===== config.mk =====
export PLATFORM = sky130hd
export DESIGN_NAME = v86_sensitive_instruction_monitor
export DESIGN_NICKNAME = d
export VERILOG_FILES = /design/src/rtl/v86sim_pkg.sv /design/src/rtl/v86_sensitive_instruction_monitor.sv
export SDC_FILE = /design/constraint.sdc
export NUM_CORES = 1
export LEC_CHECK = 0
export ABC_AREA = 1
export BUFFER_PORTS_ARGS = -buffer_cell sky130_fd_sc_hd__clkbuf_2
export CORE_AREA = 2 2 255 157
export DETAILED_ROUTE_END_ITERATION = 12
export DIE_AREA = 0 0 257 159
export GPL_ROUTABILITY_DRIVEN = 0
export PLACE_DENSITY_LB_ADDON = 0.2
export SETUP_SLACK_MARGIN = 0.15
export SYNTH_ARGS = -nofsm -noshare
export SYNTH_HDL_FRONTEND = slang
export SYNTH_SLANG_ARGS = --single-unit

===== constraint.sdc =====
create_clock -name clock -period 25.6 [get_ports clock]
set_input_delay 0 -clock clock [delete_from_list [all_inputs] [get_ports clock]]
set_output_delay 0 -clock clock [all_outputs]
set_load 0.05 [all_outputs]

===== src/rtl/v86sim_pkg.sv =====
// Package for the virtual-8086 instruction monitor: opcodes, result codes and
// the packed layouts of request and response data. Depends on nothing.
`default_nettype none

package v86sim_pkg;

   localparam int REQ_DATA_W = 264;
   localparam int RSP_DATA_W = 216;

   localparam logic [7:0] OP_OPSIZE   = 8'h66;
   localparam logic [7:0] OP_ADDRSIZE = 8'h67;
   localparam logic [7:0] OP_PUSHF    = 8'h9C;
   localparam logic [7:0] OP_POPF     = 8'h9D;
   localparam logic [7:0] OP_OUT_W    = 8'hEF;
   localparam logic [7:0] OP_OUT_B    = 8'hEE;
   localparam logic [7:0] OP_IN_W     = 8'hED;
   localparam logic [7:0] OP_IN_B     = 8'hEC;
   localparam logic [7:0] OP_INT      = 8'hCD;
   localparam logic [7:0] OP_IRET     = 8'hCF;
   localparam logic [7:0] OP_CLI      = 8'hFA;
   localparam logic [7:0] OP_STI      = 8'hFB;
   localparam logic [7:0] OP_HLT      = 8'hF4;

   localparam logic [7:0] VEC_SKIP     = 8'h30;
   localparam logic [7:0] VEC_KERNEL_A = 8'h20;
   localparam logic [7:0] VEC_KERNEL_B = 8'h21;

   localparam logic [1:0] IO_NONE = 2'd0;
   localparam logic [1:0] IO_IN   = 2'd1;
   localparam logic [1:0] IO_OUT  = 2'd2;

   localparam logic [1:0] IO_BYTE  = 2'd0;
   localparam logic [1:0] IO_WORD  = 2'd1;
   localparam logic [1:0] IO_DWORD = 2'd2;

   localparam logic [1:0] RES_HANDLED   = 2'd0;
   localparam logic [1:0] RES_KERNEL    = 2'd1;
   localparam logic [1:0] RES_HALT      = 2'd2;
   localparam logic [1:0] RES_UNHANDLED = 2'd3;

   localparam int          FLAG_IF_BIT       = 9;
   localparam logic [31:0] FLAG_IF           = 32'h0000_0200;
   localparam logic [31:0] FLAG_VM           = 32'h0002_0000;
   localparam logic [31:0] VALID_FLAGS_RESET = 32'h0000_0DFF;

   // First field in the highest bits.
   typedef struct packed {
      logic [31:0] io_read_data;
      logic [31:0] vector_entry;
      logic [47:0] stack_window;
      logic [15:0] port_in;
      logic [31:0] acc_in;
      logic [31:0] flags_in;
      logic [15:0] sp_in;
      logic [15:0] cs_in;
      logic [15:0] ip_in;
      logic [23:0] code_bytes;
   } req_type;

   typedef struct packed {
      logic [1:0]  outcome;
      logic [31:0] io_write_data;
      logic [15:0] io_port;
      logic [1:0]  io_width;
      logic [1:0]  io_kind;
      logic [1:0]  push_words;
      logic [47:0] push_data;
      logic [31:0] acc_out;
      logic [31:0] flags_out;
      logic [15:0] sp_out;
      logic [15:0] cs_out;
      logic [15:0] ip_out;
   } rsp_type;

endpackage

`default_nettype wire


===== src/rtl/v86_sensitive_instruction_monitor.sv =====
// A request passes through the request register, then the response register,
// before its response is valid and can transfer.
// Throughput: one item per cycle; the input stalls only while both registers
// are full and the response is held off. The configuration port is always ready.
// Reset (synchronous, active high) empties both registers, clears the
// virtual interrupt flag and loads the flags mask with 0x00000DFF.
`default_nettype none

module v86_sensitive_instruction_monitor (
   input  wire                                   clock,
   input  wire                                   reset,
   input  wire                                   csr_valid,
   output logic                                  csr_ready,
   input  wire  [31:0]                           csr_data,
   input  wire                                   req_tvalid,
   output logic                                  req_tready,
   // code_bytes, ip_in, cs_in, sp_in, flags_in, acc_in, port_in,
   // stack_window, vector_entry, io_read_data
   input  wire  [v86sim_pkg::REQ_DATA_W-1:0]     req_tdata,
   output logic                                  rsp_tvalid,
   input  wire                                   rsp_tready,
   // ip_out, cs_out, sp_out, flags_out, acc_out, push_data, push_words,
   // io_kind, io_width, io_port, io_write_data, outcome
   output logic [v86sim_pkg::RSP_DATA_W-1:0]     rsp_tdata
);
   import v86sim_pkg::*;

   logic        req_valid_ff, req_valid_in;
   req_type     req_ff;
   logic        rsp_valid_ff, rsp_valid_in;
   rsp_type     rsp_ff, rsp_in;
   logic        vif_ff, vif_in, vif_next;
   logic [31:0] mask_ff;

   logic        out_load, req_transfer, advance;
   logic        prefix, op32;
   logic [7:0]  op, imm;
   logic [15:0] ip_base, ip_next1, ip_next2;
   logic [15:0] w0, w1, w2;
   logic [31:0] dword, push32, push16;

   assign csr_ready    = 1'b1;
   assign out_load     = !rsp_valid_ff || rsp_tready;
   assign req_tready   = !req_valid_ff || out_load;
   assign req_transfer = req_tvalid && req_tready;
   assign advance      = req_valid_ff && out_load;
   assign rsp_tvalid   = rsp_valid_ff;
   assign rsp_tdata    = rsp_ff;

   always_comb begin
      req_valid_in = req_transfer ? 1'b1 : (out_load ? 1'b0 : req_valid_ff);
      rsp_valid_in = out_load ? req_valid_ff : rsp_valid_ff;
      vif_in       = advance ? vif_next : vif_ff;
   end

   always_comb begin
      prefix   = (req_ff.code_bytes[7:0] == OP_OPSIZE) ||
                 (req_ff.code_bytes[7:0] == OP_ADDRSIZE);
      op32     = (req_ff.code_bytes[7:0] == OP_OPSIZE);
      op       = prefix ? req_ff.code_bytes[15:8] : req_ff.code_bytes[7:0];
      imm      = prefix ? req_ff.code_bytes[23:16] : req_ff.code_bytes[15:8];
      ip_base  = req_ff.ip_in + {15'd0, prefix};
      ip_next1 = ip_base + 16'd1;
      ip_next2 = ip_base + 16'd2;
      w0       = req_ff.stack_window[15:0];
      w1       = req_ff.stack_window[31:16];
      w2       = req_ff.stack_window[47:32];
      dword    = {w1, w0};

      push32              = req_ff.flags_in & mask_ff;
      push32[FLAG_IF_BIT] = vif_ff;
      push16              = {16'd0, req_ff.flags_in[15:0]};
      push16[FLAG_IF_BIT] = vif_ff;

      rsp_in.ip_out        = ip_next1;
      rsp_in.cs_out        = req_ff.cs_in;
      rsp_in.sp_out        = req_ff.sp_in;
      rsp_in.flags_out     = req_ff.flags_in;
      rsp_in.acc_out       = req_ff.acc_in;
      rsp_in.push_data     = '0;
      rsp_in.push_words    = 2'd0;
      rsp_in.io_kind       = IO_NONE;
      rsp_in.io_width      = IO_BYTE;
      rsp_in.io_port       = '0;
      rsp_in.io_write_data = '0;
      rsp_in.outcome       = RES_HANDLED;
      vif_next             = vif_ff;

      unique case (op)
         OP_PUSHF: begin
            if (op32) begin
               rsp_in.sp_out     = req_ff.sp_in - 16'd4;
               rsp_in.push_data  = {16'd0, push32};
               rsp_in.push_words = 2'd2;
            end else begin
               rsp_in.sp_out     = req_ff.sp_in - 16'd2;
               rsp_in.push_data  = {16'd0, push16};
               rsp_in.push_words = 2'd1;
            end
         end
         OP_POPF: begin
            if (op32) begin
               rsp_in.flags_out = FLAG_IF | FLAG_VM | (dword & mask_ff);
               rsp_in.sp_out    = req_ff.sp_in + 16'd4;
            end else begin
               rsp_in.flags_out = FLAG_IF | FLAG_VM | {16'd0, w0};
               rsp_in.sp_out    = req_ff.sp_in + 16'd2;
            end
            vif_next = w0[FLAG_IF_BIT];
         end
         OP_OUT_W: begin
            rsp_in.io_kind       = IO_OUT;
            rsp_in.io_port       = req_ff.port_in;
            rsp_in.io_width      = op32 ? IO_DWORD : IO_WORD;
            rsp_in.io_write_data = op32 ? req_ff.acc_in : {16'd0, req_ff.acc_in[15:0]};
         end
         OP_OUT_B: begin
            rsp_in.io_kind       = IO_OUT;
            rsp_in.io_port       = req_ff.port_in;
            rsp_in.io_write_data = {24'd0, req_ff.acc_in[7:0]};
         end
         OP_IN_W: begin
            rsp_in.io_kind = IO_IN;
            rsp_in.io_port = req_ff.port_in;
            if (op32) begin
               rsp_in.io_width = IO_DWORD;
               rsp_in.acc_out  = req_ff.io_read_data;
            end else begin
               rsp_in.io_width = IO_WORD;
               rsp_in.acc_out  = {req_ff.acc_in[31:16], req_ff.io_read_data[15:0]};
            end
         end
         OP_IN_B: begin
            rsp_in.io_kind = IO_IN;
            rsp_in.io_port = req_ff.port_in;
            rsp_in.acc_out = {req_ff.acc_in[31:8], req_ff.io_read_data[7:0]};
         end
         OP_INT: begin
            rsp_in.ip_out = ip_next2;
            if (imm == VEC_KERNEL_A || imm == VEC_KERNEL_B) begin
               rsp_in.outcome = RES_KERNEL;
            end else if (imm != VEC_SKIP) begin
               rsp_in.sp_out     = req_ff.sp_in - 16'd6;
               rsp_in.push_data  = {ip_next2, req_ff.cs_in, push16[15:0]};
               rsp_in.push_words = 2'd3;
               rsp_in.ip_out     = req_ff.vector_entry[15:0];
               rsp_in.cs_out     = req_ff.vector_entry[31:16];
            end
         end
         OP_IRET: begin
            rsp_in.ip_out    = w2;
            rsp_in.cs_out    = w1;
            rsp_in.flags_out = FLAG_IF | FLAG_VM | {16'd0, w0};
            rsp_in.sp_out    = req_ff.sp_in + 16'd6;
            vif_next         = w0[FLAG_IF_BIT];
         end
         OP_CLI: begin
            vif_next = 1'b0;
         end
         OP_STI: begin
            vif_next = 1'b1;
         end
         OP_HLT: begin
            rsp_in.ip_out  = ip_base;
            rsp_in.outcome = RES_HALT;
         end
         default: begin
            rsp_in.outcome = RES_UNHANDLED;
         end
      endcase
   end

   always_ff @(posedge clock) begin
      if (reset) begin
         req_valid_ff <= 1'b0;
         rsp_valid_ff <= 1'b0;
         vif_ff       <= 1'b0;
         mask_ff      <= VALID_FLAGS_RESET;
      end else begin
         req_valid_ff <= req_valid_in;
         rsp_valid_ff <= rsp_valid_in;
         vif_ff       <= vif_in;
         if (csr_valid && csr_ready) begin
            mask_ff <= csr_data;
         end
      end
   end

   always_ff @(posedge clock) begin
      if (req_transfer) begin
         req_ff <= req_type'(req_tdata);
      end
      if (advance) begin
         rsp_ff <= rsp_in;
      end
   end

endmodule

`default_nettype wire


# Word level (Yosys, flattened, before mapping)
# Index checks and enable logic that the tools add are counted.
[op_classes]
n_addsub = 9
eq_ne = 16
mux = 25
n_bitwise = 2
reduce_logical = 17
[ops]
columns = ["op", "count"]
rows = [
  ["32-bit one-hot mux with 2 select lines", 3],
  ["50-bit 2-to-1 mux", 3],
  ["48-bit 2-to-1 mux", 3],
  ["50-bit one-hot mux with 2 select lines", 1],
  ["8-bit equality test, second input constant", 11],
  ["32-bit AND", 2],
  ["32-bit 2-to-1 mux", 2],
  ["16-bit one-hot mux with 4 select lines", 1],
  ["16-bit one-hot mux with 3 select lines", 1],
  ["16-bit by 2-bit adder with 16-bit output, second input constant", 2],
  ["16-bit by 3-bit adder with 16-bit output, second input constant", 2],
  ["16-bit one-hot mux with 2 select lines", 1],
  ["16-bit by 3-bit subtractor with 16-bit output, second input constant", 2],
  ["16-bit by 1-bit adder with 16-bit output", 1],
  ["16-bit by 1-bit adder with 16-bit output, second input constant", 1],
  ["8-bit by 6-bit equality test with 1-bit output, second input constant", 2],
  ["8-bit by 7-bit equality test with 1-bit output, second input constant", 2],
  ["16-bit 2-to-1 mux", 1],
  ["8-bit 2-to-1 mux", 2],
  ["16-bit by 2-bit subtractor with 16-bit output, second input constant", 1],
  ["9-bit OR reduction", 1],
  ["8-bit by 6-bit inequality test with 1-bit output, second input constant", 1],
  ["2-bit OR reduction", 4],
  ["2-bit one-hot mux with 3 select lines", 1],
  ["11 further kinds", 18],
]
[totals]
regBits = 515
inputBits = 301
output_inout_bits = 219
wordCells = 95

# Logic depth before layout (Yosys ltp)
# Gate-level depths: netlist of the first run.
[depth]
ltp_word = 7
depth_mapped = 21
mapped_depth_nobuf = 20

# Least setup slack after synthesis of the first run
# Ideal clock, no wire load.
[synth_path]
kind = "reg2reg"
startpoint = "register rsp_valid_ff, in the netlist rsp_tvalid"
endpoint = "register vif_ff"
setup_time_ns = 0.095
arrival_time_ns = 11.835
setup_slack_ns = 13.670
path_stages_with_launch = 4
period_less_slack_ns = 11.930
path_cell_list = "dfxtp_1 a21oi_1 a21oi_1 nor2_1"
[synth_between]
elab_chain_cells = 4
[synth_lines]
columns = ["item", "line_no", "source"]
rows = [
  ["start, declared", "v86_sensitive_instruction_monitor.sv:30", "logic rsp_valid_ff, rsp_valid_in;"],
  ["start signal, assigned", "v86_sensitive_instruction_monitor.sv:181", "rsp_valid_ff <= rsp_valid_in;"],
  ["1-bit zero test", "v86_sensitive_instruction_monitor.sv:43", "assign out_load = !rsp_valid_ff || rsp_tready;"],
  ["1-bit logical OR", "v86_sensitive_instruction_monitor.sv:43", ""],
  ["1-bit logical AND", "v86_sensitive_instruction_monitor.sv:46", "assign advance = req_valid_ff && out_load;"],
  ["via advance", "v86_sensitive_instruction_monitor.sv:35", "logic out_load, req_transfer, advance;"],
  ["2-bit AND reduction (no line)", "-", ""],
  ["end signal, assigned", "v86_sensitive_instruction_monitor.sv:182", "vif_ff <= vif_in;"],
  ["end, declared", "v86_sensitive_instruction_monitor.sv:32", "logic vif_ff, vif_in, vif_next;"],
]
# The timed path passes the listed nets, and every way through them passes these cells.
# A chain may end at the register's enable or synchronous reset.

==> results of run 1 <==
-- power by group through the flow --
stage          clock network (mW)  registers [mW]  logic (mW)
6_report                    0.685           0.988       0.203
5_1_grt                     0.721           0.991       0.214
4_1_cts                     0.679           0.986       0.196
3_5_place_dp                    0            1.00       0.157
3_3_place_gp                    0            1.00       0.153
2_1_floorplan                   0            1.05      0.0570
-- worst register-to-register path, cell delays in order (launching register included) --
cell,delay [ns]
edfxtp_1,0.43
nand2_1,0.13
inv_1,0.07
nand2_1,0.08
nor2_2,0.48
ha_1,0.29
nand2_1,0.13
nand2_1,0.08
o21ai_0,0.32
inv_1,0.16
ha_1,0.38
nand3_1,0.15
nor2_1,0.38
nand3_1,0.23
xor2_1,0.60
nand2_1,0.11
nand3_1,0.10
nand3b_1,0.08
-- layer usage --
| metal | routed length, microns | vias to the layer above |
|---|---|---|
| met2 | 36600 | 1464 |
| met4 | 3910 | 0 |
| met5 | 0 | - |
| met1 | 27200 | 9272 |
| met3 | 8440 | 301 |
| li1 | - | 8538 |
-- what timing repair did --
action	CTS	global route
endpoints found under the hold margin	297	0
hold buffers	298	0
setup buffers	0	0
-- final timing paths --
check,start,to,slack (ns),cells past startpoint
worst min-delay path,req_tdata[239],req_ff[239],0.13,2
worst min register to register,req_ff[56],rsp_tdata[32],0.47,0
worst max-delay path,req_ff[6],rsp_tdata[9],21.13,17
worst max register to register,req_ff[6],rsp_tdata[9],21.13,17
-- synthesized netlist by cell type (2+ instances only) --
| master | n |
|---|---|
| ha_1 | 11 |
| buf_2 | 33 |
| xnor2_1 | 2 |
| clkbuf_1 | 35 |
| a211oi_1 | 14 |
| nand4_1 | 29 |
| or2_1 | 2 |
| or2_2 | 4 |
| xor2_1 | 40 |
| buf_4 | 12 |
| and3_1 | 4 |
| a21oi_1 | 29 |
| nand2_1 | 447 |
| nor2_1 | 229 |
| nand3b_1 | 5 |
| nand3_1 | 199 |
| nor3_1 | 31 |
| edfxtp_1 | 480 |
| nor2_4 | 4 |
| clkinv_1 | 3 |
| o22ai_1 | 26 |
| dfxtp_1 | 34 |
| o21ai_1 | 5 |
| nand2_2 | 10 |
| nor2_2 | 16 |
| o211ai_1 | 17 |
| nand3_2 | 2 |
| o21ai_0 | 106 |
| inv_2 | 8 |
| inv_1 | 181 |
-- state kept, by name (all words and copies together), names as in the netlist --
register      flops
rsp_tvalid        1
push16           15
dword            32
req_ff          217
rsp_tdata       216
mask_ff          31
req_valid_ff      1
vif_ff            1
-- cell type report --
class	instances	share of cell area, %
clock buffer	64	4.20
inverter	192	2.47
antenna	14	0.119
clock inverter	21	0.666
tap	522	2.21
sequential	514	51.2
multi-input combinational	1238	19.9
timing repair buffer	828	19.2
-- cell families after synthesis --
logic type      share of synthesized area [%]
simple gates                             19.2
flops                                    68.4
buf+inv                                  5.09
compound gates                           5.03
xor+xnor                                 1.67
fa+ha+maj                               0.624
other cells                            0.0170
==> impl_metrics.toml, run 1 <==
[sta]
hold_slack_ns = 0.135
post-route-min-period_ns = 4.47
fmaxAchievable_mhz = 224
rsz0062_at_grt = "false"
fin_setup_tns_ns = 0
setup_viol = 0
timing.final.crit_share_pct = 17.5
setup_ws_ns = 21.13
skew_ns = 0.0223
relSlewSlack_pct = 20.5
tightest_slew_ns = 1.19
hold_viol_final = 0
slew_viol_final = 0

[cells_and_area]
nNetsFinal = 3132
area_growth_pct = 33.6
regArea_sq_mm = 0.0151
fin_area_sq_mm = 0.0295
fill_cells = 2360
layout.cells.non_filler = 3393
drive_gt1_share_pct = 22.5
multi_input_area_sq_mm = 0.00588
layout_common_cells = "517 x clkbuf_2, 480 x edfxtp_1, 446 x nand2_1"
fin_util_pct = 76.7
final_common_cell = "clkbuf_2"

[route]
dr.pass1.iters = 7
first_iter_violations = 2865
drcViolationCount = 0
drt-total-wl_microns = 76100
vias = 19575
vias_per_cell = 5.77
wl_per_cell_microns = 22.4
ant_nets = 0

[outcome]
status = "completed"

[power]
p_int_mw = 1.40
switchingPower_mw = 0.475
ir_worst_vdd_mv = 0.0594
seq_power_share_pct = 52.7
power_density_mw_per_mm2 = 63.6
p_leak_nw = 12.4
power_frac_comb_pct = 10.8
clockPowerShare_pct = 36.5
switching_share_pct = 25.3
finalPower_mw = 1.88

[worst_setup_path]
slowest_stage = "xor2_1"
arrival_ns = 4.78
crit_chain = "nand2_1 -> inv_1 -> nand2_1 -> nor2_2 -> ha_1 -> nand2_1 -> nand2_1 -> o21ai_0 -> inv_1 -> ha_1 -> nand3_1 -> nor2_1 -> nand3_1 -> xor2_1 -> nand2_1 -> nand3_1 -> nand3b_1"
worst-endpoint-required_ns = 25.91
worst_setup_path_end_kind = "flip-flop"
cp_common_cell = "nand2_1"
crit_path_max_incr_delay_ns = 0.60
worst-path-buf-inv = 2
crit_fanout = 13
critPathTopFamily = "simple AND/OR/NAND/NOR gates"
setup.worst_path.start_class = "flip-flop"
critPathKind = "flip-flop to flip-flop"

[grt]
grt_max_degree = 103
met2_usage_pct = 59.9
grt_busiest_layer = "met2"
use_met1_pct = 46.0
track_usage_pct = 36.3
antenna_found_initial = 15
grt_pass1_vias = 19366
use_met3_pct = 8.45
grt_pass1_wl_microns = 113000
grt_overflow = 0

[floorplanning]
die_h_microns = 159
die_area_sq_mm = 0.0409
num_rows = 56
num_io_pins = 520
coreArea_sq_mm = 0.0385
start_util_pct = 57.4
die_w_microns = 257

[place]
io_buffers = 517
place_inst = 2996
post-place-ws_ns = 21.58
hpwl_microns = 46100
placed_cell_area_sq_mm = 0.0250

[job]
maxCapViolations = 0

[yosys]
synth_edf_count = 480
avgSynthCellArea_sq_um = 10.9
ys.flop_type = "edfxtp_1"
synthArstFlopShare_pct = 0
postSynthCellCount = 2026
synth_top_area_cell = "edfxtp_1"
ys_seq_area_share_pct = 68.4
ys_types = 38
ys_ff_latch = 514
yosysTopAreaCellShare_pct = 65.3
ys_top_cells_by_area = "edfxtp_1 65%, nand2_1 7.6%, nand3_1 4.5%"
syn-num-nets = 2338
syn-cell-area_sq_mm = 0.0221
ys.warnings.count = 0

[cts]
cts_resized = 0
cts_root_buf = "clkbuf_16"
cts_buffers = 46
cts_tree = "yes"
clk_path_buf_depth = 3
cts-htree-levels = 2
clock_latency_ns = 0.59
path_clk_slew_ns = 0.07
cts.sinks = 514

[worst_hold_path]
hold_class = "input port to flip-flop"
Power figures use the tool's default switching activity.
==> inputs of run 2 (changes only) <==
- CORE_AREA: 2 2 255 157 -> 2 2 264 162
- DIE_AREA: 0 0 257 159 -> 0 0 266 164
- clock period: 25.6 -> 4.3 ns (I/O delays scaled with it)
==> run 2 against run 1 <==
Effect of this change: sequential share of layout area down 0.68 points; non-clock buffer count grew 19; critical path type unchanged; die area up 6.8%; worst setup slack lost 21 ns; clock power grew to 6.4 times the previous value; sequential power rose to 6.0 times the previous value; critical endpoint is now rsp_tdata[15]; total power increased to 6.1 times the previous value.
==> impl_metrics.toml, run 2 (synthesis gave the netlist of run 1 again) <==
[cts]
cts-htree-levels = 2
cts_tree = "yes"
cts_root_buf = "clkbuf_16"
cts_resized = 0
cts.sinks = 514
path_clk_slew_ns = 0.06
cts_hold_buf = 304
cts_buffers = 48
postCtsSetupRepairBufs = 0
clk_path_buf_depth = 3
clock_latency_ns = 0.58

[route]
vias = 19380
dr.pass1.iters = 9
drcViolationCount = 0
drt-total-wl_microns = 75100
ant_nets = 0
first_iter_violations = 2513
vias_per_cell = 5.65
wl_per_cell_microns = 21.9

[floorplanning]
num_rows = 58
coreArea_sq_mm = 0.0412
die_w_microns = 266
die_area_sq_mm = 0.0436
start_util_pct = 53.5
die_h_microns = 164
num_io_pins = 520

[worst_setup_path]
arrival_ns = 4.23
setup.worst_path.start_class = "flip-flop"
worst_setup_path_end_kind = "flip-flop"
worst-path-buf-inv = 3
crit_chain = "inv_1 -> nand3_1 -> nor2_2 -> ha_1 -> nand2_1 -> nand2_1 -> o21ai_0 -> inv_1 -> ha_1 -> nand2_1 -> nor2_1 -> nand2_1 -> inv_1 -> nand2_1 -> nor2_1 -> a21oi_1 -> nor2_1 -> a21oi_1"
worst-endpoint-required_ns = 4.63
critPathTopFamily = "simple AND/OR/NAND/NOR gates"
cp_common_cell = "nand2_1"
critPathKind = "flip-flop to flip-flop"
crit_fanout = 5
crit_path_max_incr_delay_ns = 0.44
slowest_stage = "edfxtp_1"

[cells_and_area]
layout_common_cells = "517 x clkbuf_2, 480 x edfxtp_1, 445 x nand2_1"
layout.cells.non_filler = 3428
regMostFlops = "req_ff"
fin_util_pct = 72.5
drive_gt1_share_pct = 23.4
final_common_cell = "clkbuf_2"
area_growth_pct = 35.4
fill_cells = 2778
largest_register_ffs = 217
nNetsFinal = 3153

[sta]
setup_viol = 0
post-route-min-period_ns = 3.90
slew_viol_final = 0
fmaxAchievable_mhz = 256
relSlewSlack_pct = 13.0
timing.final.crit_share_pct = 90.7
hold_viol_final = 0
skew_ns = 0.0209
fin_setup_tns_ns = 0
tightest_slew_ns = 1.31
hold_slack_ns = 0.0521
rsz0062_at_grt = "false"

[job]
maxCapViolations = 0

[grt]
grt_max_degree = 212
grt_pass1_wl_microns = 109000
grt_pass1_vias = 18749
track_usage_pct = 33.2
antenna_found_initial = 8
grt_overflow = 0

[place]
hpwl_microns = 46500
place_inst = 3027
io_buffers = 517

[power]
power_density_mw_per_mm2 = 384
finalPower_mw = 11.5
ir_worst_vdd_mv = 0.428
p_leak_nw = 12.6

[worst_hold_path]
hold_class = "input port to flip-flop"

[outcome]
status = "completed"
run 2: power by group:
group | switching [mW] | total [mW] | internal, mW
clock | 1.95 | 4.37 | 2.42
combinational | 0.776 | 1.21 | 0.437
sequential | 0.131 | 5.88 | 5.75
total | 2.86 | 11.5 | 8.61
run 2: area by class of cell:
| cell class | instances | area [sq um] | share of cell area [%] |
|---|---|---|---|
| Antenna cell | 9 | 22.5 | 0.0753 |
| Clock buffer | 55 | 1260 | 4.21 |
| Clock inverter | 33 | 329 | 1.10 |
| Inverter | 192 | 724 | 2.42 |
| Multi-Input combinational cell | 1238 | 5900 | 19.7 |
| Sequential cell | 514 | 15100 | 50.5 |
| Tap cell | 540 | 676 | 2.26 |
| Timing Repair Buffer | 847 | 5890 | 19.7 |
run 2: final timing paths:
path / from / endpoint / slack [ns] / depth (start not counted)
max reg2reg: req_ff[3] / rsp_tdata[15] / 0.40 / 18
min: csr_valid / mask_ff[8] / 0.05 / 4
max: req_ff[3] / rsp_tdata[15] / 0.40 / 18
min reg2reg: req_ff[56] / rsp_tdata[32] / 0.42 / 0
run 2: metrics by stage:
stage	instance area (sq um)	worst slack, ns
2_1_floorplan	22100	-0.837
3_3_place_gp	25200	1.00
3_5_place_dp	25200	0.851
4_1_cts	29900	0.836
5_1_grt	29900	0.228
6_report	29900	0.401
run 2: worst reg2reg max path, cell delays in order, from the launching register on:
cell	delay (ns)
edfxtp_1	0.44
inv_1	0.10
nand3_1	0.09
nor2_2	0.41
ha_1	0.30
nand2_1	0.15
nand2_1	0.09
o21ai_0	0.25
inv_1	0.13
ha_1	0.26
nand2_1	0.10
nor2_1	0.13
nand2_1	0.14
inv_1	0.22
nand2_1	0.11
nor2_1	0.40
a21oi_1	0.14
nor2_1	0.13
a21oi_1	0.05
run 2: layer usage:
metal	track usage, %	share of wire (%)	up-vias
met4	14.7	5.5	0
met2	54.0	47	1439
li1	-	-	8566
met1	43.4	37	9065
met3	7.35	11	310
met5	0	0	-
